[src/rtl/pch_pkg.sv]
// Shared types, widths and constants of the prefix counter hash table.
// No dependencies; imported by every module of the block.
`default_nettype none

package pch_pkg;

	localparam int TABLE_DEPTH = 8192;
	localparam int PORT_COUNT  = 32;

	localparam int ADDR_W     = 32;
	localparam int LEN_W      = 16;
	localparam int PORT_W     = 5;
	localparam int SLOT_OUT_W = 13;
	localparam int PKT_W      = 32;
	localparam int BYTE_W     = 48;
	localparam int DIST_W     = 14;
	localparam int PREFIX_W   = 24;
	localparam int CRC_W      = 32;

	localparam int SLOT_W     = $clog2(TABLE_DEPTH);
	localparam int PORT_IDX_W = (PORT_COUNT > 1) ? $clog2(PORT_COUNT) : 1;

	localparam logic [CRC_W-1:0] CRC_POLY  = 32'h82F6_3B78;
	localparam logic [CRC_W-1:0] HASH_MASK = 32'h0000_1FFF;
	localparam int HASH_W    = 13;
	localparam int HASH_SPAN = 8192;

	// home slot needs a mod reduction only when the table is smaller than the hash range
	localparam bit HOME_REDUCE = (TABLE_DEPTH < HASH_SPAN);
	localparam int MOD_STEPS   = HASH_W;
	localparam int MOD_CNT_W   = 4;

	localparam logic [1:0] CRC_OCTETS = 2'd3;

	localparam logic [DIST_W-1:0] DIST_MAX = '1;

	typedef enum logic [1:0] {
		STATUS_HIT  = 2'd0,
		STATUS_NEW  = 2'd1,
		STATUS_FULL = 2'd2
	} status_t;

	typedef enum logic [2:0] {
		ST_CLEAR,
		ST_IDLE,
		ST_HASH,
		ST_MOD,
		ST_READ,
		ST_CHECK
	} state_t;

	typedef struct packed {
		logic [PREFIX_W-1:0] prefix;
		logic [PKT_W-1:0]    packets;
		logic [BYTE_W-1:0]   sum_bytes;
		logic [BYTE_W-1:0]   outbound_bytes;
		logic [BYTE_W-1:0]   inbound_bytes;
	} entry_t;

	typedef struct packed {
		logic              rd_en;
		logic [SLOT_W-1:0] rd_addr;
		logic              wr_en;
		logic [SLOT_W-1:0] wr_addr;
	} table_req_t;

endpackage

`default_nettype wire

[src/rtl/pch_crc.sv]
// Byte-serial CRC with the reflected CRC32C polynomial, zero start value and no final
// inversion, over the three prefix octets, one octet per cycle. Depends on pch_pkg.
`default_nettype none

module pch_crc (
	input  wire logic                         clk,
	input  wire logic                         arst_n,
	input  wire logic                         start,
	input  wire logic [pch_pkg::PREFIX_W-1:0] prefix,
	output logic      [pch_pkg::CRC_W-1:0]    crc,
	output logic                              done
);
	import pch_pkg::*;

	logic [CRC_W-1:0]    crc_q;
	logic [PREFIX_W-1:0] sh_q;
	logic [1:0]          count_q;

	function automatic logic [CRC_W-1:0] crc_byte(logic [CRC_W-1:0] c, logic [7:0] b);
		logic [CRC_W-1:0] r;
		r = c ^ {{(CRC_W-8){1'b0}}, b};
		for (int i = 0; i < 8; i++) begin
			r = r[0] ? ((r >> 1) ^ CRC_POLY) : (r >> 1);
		end
		return r;
	endfunction

	always_ff @(posedge clk or negedge arst_n) begin
		if (!arst_n) begin
			count_q <= '0;
		end else if (start) begin
			count_q <= CRC_OCTETS;
		end else if (count_q != '0) begin
			count_q <= count_q - 2'd1;
		end
	end

	// first octet sits in the top byte of the prefix
	always_ff @(posedge clk) begin
		if (start) begin
			crc_q <= '0;
			sh_q  <= prefix;
		end else if (count_q != '0) begin
			crc_q <= crc_byte(crc_q, sh_q[PREFIX_W-1 -: 8]);
			sh_q  <= {sh_q[PREFIX_W-9:0], 8'h00};
		end
	end

	assign crc  = crc_q;
	assign done = (count_q == '0);

endmodule

`default_nettype wire

[config.mk]
export PLATFORM = sky130hd
export DESIGN_NAME = pch_crc
export DESIGN_NICKNAME = d
export VERILOG_FILES = /design/src/rtl/pch_pkg.sv /design/src/rtl/pch_crc.sv
export SDC_FILE = /design/constraint.sdc
export NUM_CORES = 1
export LEC_CHECK = 0
export ABC_CLOCK_PERIOD_IN_PS = 2700
export BUFFER_PORTS_ARGS = -buffer_cell sky130_fd_sc_hd__buf_2
export CELL_PAD_IN_SITES_DETAIL_PLACEMENT = 1
export CELL_PAD_IN_SITES_GLOBAL_PLACEMENT = 1
export CORE_ASPECT_RATIO = 0.8
export CORE_UTILIZATION = 44
export DETAILED_ROUTE_END_ITERATION = 16
export PLACE_DENSITY = 0.77
export RECOVER_POWER = 100
export SYNTH_ARGS = -nofsm -noshare
export SYNTH_HDL_FRONTEND = slang
export SYNTH_SLANG_ARGS = --single-unit
[constraint.sdc]
create_clock -name clk -period 2.7 [get_ports clk]
set_input_delay 0.54 -clock clk [delete_from_list [all_inputs] [get_ports clk]]
set_output_delay 0.54 -clock clk [all_outputs]
set_load 0.005 [all_outputs]
==> impl_metrics.csv <==
group,metric,value,unit
synth,yosys_warnings,0,
die,io_pins,60,
grt,grt_pass1_vias,2267,
timing,setup_viol,0,
drt,routed_wl,7.417,mm
worst_setup_path,cp-end-kind,"flop",
timing,post-route-min-period,2.432,ns
finish,area_delta_synth_final,19.99,%
die,die_y,77.81,µm
timing,hold_viol,0,
clock_network,cts_htree_levels,3,
drt,m1WireLength,3.356,mm
finish,stdcell_count,423,
grt,grt_util_all_layers,21.31,%
placed_design,dpl_worst_slack,0.3499,ns
finish,multi_input_area,0.001660,mm²
worst_setup_path,critPathLaunchType,"flop",
timing,layout_setup_ws,0.2675,ns
grt,grt_pass1_wl,12.11,mm
timing,finalSetupTns,0,ns
drt,first_iter_violations,101,
run,cap_violations,0,
timing,worst_slew_pin_slew,1.408,ns
placed_design,place_inst,406,
drt,dr.pass1.iters,4,
die,core,0.006925,mm²
synth,yosysUniqueCellTypes,30,
synth,ys_seq_area_share,44.66,%
finish,seq_area,0.001411,mm²
die,die_area,0.007528,mm²
drt,antenna_left,0,
timing,whs,0.4878,ns
drt,dr_wl_met3,315,µm
drt,highest-signal-layer,"met4",
drt,wl_per_cell,17.53,µm
die,num_rows,27,
finish,num_antenna_cells,0,
clock_network,clk_pin_slew,0.06,ns
finish,nFillCells,752,
worst_hold_path,hold_class,"in -> reg",
timing,skew,0.004873,ns
placed_design,finalWeightedCongestion,0.8109,
synth,syn-num-nets,288,
finish,drive_above_1_share,26.49,%
grt,grt_max_degree,34,
worst_setup_path,critPathKind,"reg -> reg",
clock_network,cts_buffer_depth,2,
drt,dr_wl_met2,3.689,mm
timing,rsz0062_at_grt,"false",
timing,max_slew_margin,6.138,%
synth,syn_inst,260,
timing,fmax,0.4111,GHz
worst_setup_path,path_max_fanout,7,
worst_setup_path,worstReg2RegStart,"sh_q[19]$_DFFE_PP_",
placed_design,hpwl,5.540,mm
clock_network,insertion_delay,0.34,ns
synth,ys.flop_type,"dfxtp_1",
worst_setup_path,arrival,2.67,ns
clock_network,clock-sinks,58,
drt,vias_per_cell,5.116,
grt,antenna_found_initial,0,
timing,slew_violations,0,
worst_setup_path,crit_path_start,"sh_q[19]$_DFFE_PP_",
drt,route.detailed.drc,0,
synth,synth_area,0.003161,mm²
drt,route.vias.total,2164,
finish,finalNetCount,359,
synth,synth_edf_count,24,
worst_setup_path,crit_required,2.94,ns
die,fp.dieW,96.76,µm
timing,fin_crit_sh,90.09,%
worst_hold_path,min_from,"prefix[5]",
die,start_util,45.64,%
clock_network,cts_root_buffer,"clkbuf_8",
clock_network,cts_tree,"yes",
run_status,status,"completed",
grt,overflow,0,
synth,synth-seq-cells,58,
placed_design,io_buffers,59,
synth,ys_async_sr_fraction,3.448,%
clock_network,cts-buffers-inserted,9,
synth,synth.avg_cell_area,12.16,µm²
-- placed cells by master, fill, tap and decap left out, drive strengths merged, types with 15 or more instances in the layout --
cell type,instances
buf,49
xnor2,41
clkbuf,34
dfxtp,32
nand2,30
edfxtp,24
xnor3,18
xor2,17
mux2,16
o22ai,15
-- synth_stat cells (all sizes together), types with 8 or more instances --
cell type   n  area (µm²)
edfxtp     24       720.7
nor2       14       52.55
mux2       16       180.2
and2        8       50.05
o22ai      15       93.84
xor2       17       156.4
nand2      30       112.6
dfxtp      32       640.6
xnor3      18       407.9
clkbuf     12       45.04
a21oi      10       50.05
xnor2      41       441.7
-- critical path, cell delays in order (launching register included) --
cell	delay (ns)
edfxtp_1	0.44
xnor2_1	0.15
clkbuf_1	0.21
xnor2_2	0.65
xnor2_4	0.26
xnor3_1	0.38
a211oi_1	0.25
-- sequential cells by signal, indices dropped and copies added, names as in the netlist --
signal,cells
count_q,2
crc,32
sh_q,24
-- cell type report --
type | instances | share of cell area [%]
Clock inverter | 6 | 2.771
Clock buffer | 10 | 3.365
Multi-Input combinational cell | 185 | 43.78
Inverter | 3 | 0.2969
Timing Repair Buffer | 74 | 9.700
Sequential cell | 58 | 37.22
Tap cell | 87 | 2.870
-- path summary, 6_finish.rpt --
| path | endpoint | slack (ns) | depth (start not counted) |
|---|---|---|---|
| min in group asynchronous | count_q[1]$_DFFE_PN0P_ | 0.54 | 2 |
| worst max-delay path | crc[11]$_SDFFE_PP0N_ | 0.27 | 6 |
| worst min register to register | crc[28]$_SDFFE_PP0N_ | 0.49 | 2 |
| worst min-delay path | sh_q[5]$_SDFFCE_PN0P_ | 0.49 | 2 |
| worst max register to register | crc[11]$_SDFFE_PP0N_ | 0.27 | 6 |
| max in group asynchronous | count_q[0]$_DFFE_PN0P_ | 2.03 | 2 |
-- cell families after synthesis --
group	Yosys count	share of synthesized area [%]
flops	58	44.66
buf+inv	17	2.019
xor+xnor	77	32.58
fa+ha+maj	1	0.3958
compound gates	34	6.849
simple gates	57	7.799
mux	16	5.701
-- layer usage --
metal,up-vias,GRT usage [%]
li1,1036,-
met1,1062,26.32
met2,60,36.76
met3,6,6.757
met4,0,4.328
met5,-,0
-- metrics by stage --
stage	utilization, %	cell area [µm²]
3_5_place_dp	52.23	3617
5_1_grt	54.76	3792
4_1_cts	55.74	3860
2_1_floorplan	-	3161
6_report	54.76	3792
3_3_place_gp	52.23	3617
-- timing repair --
item,4_1_cts,5_1_grt
endpoints found under the hold margin,2,0
hold buffers,1,0
resized for setup,0,0
setup endpoints to repair,0,0
buffers inserted,0,0
Power is not shown: default switching activity piles up to over one toggle a cycle in this logic, so the estimate is an artifact.
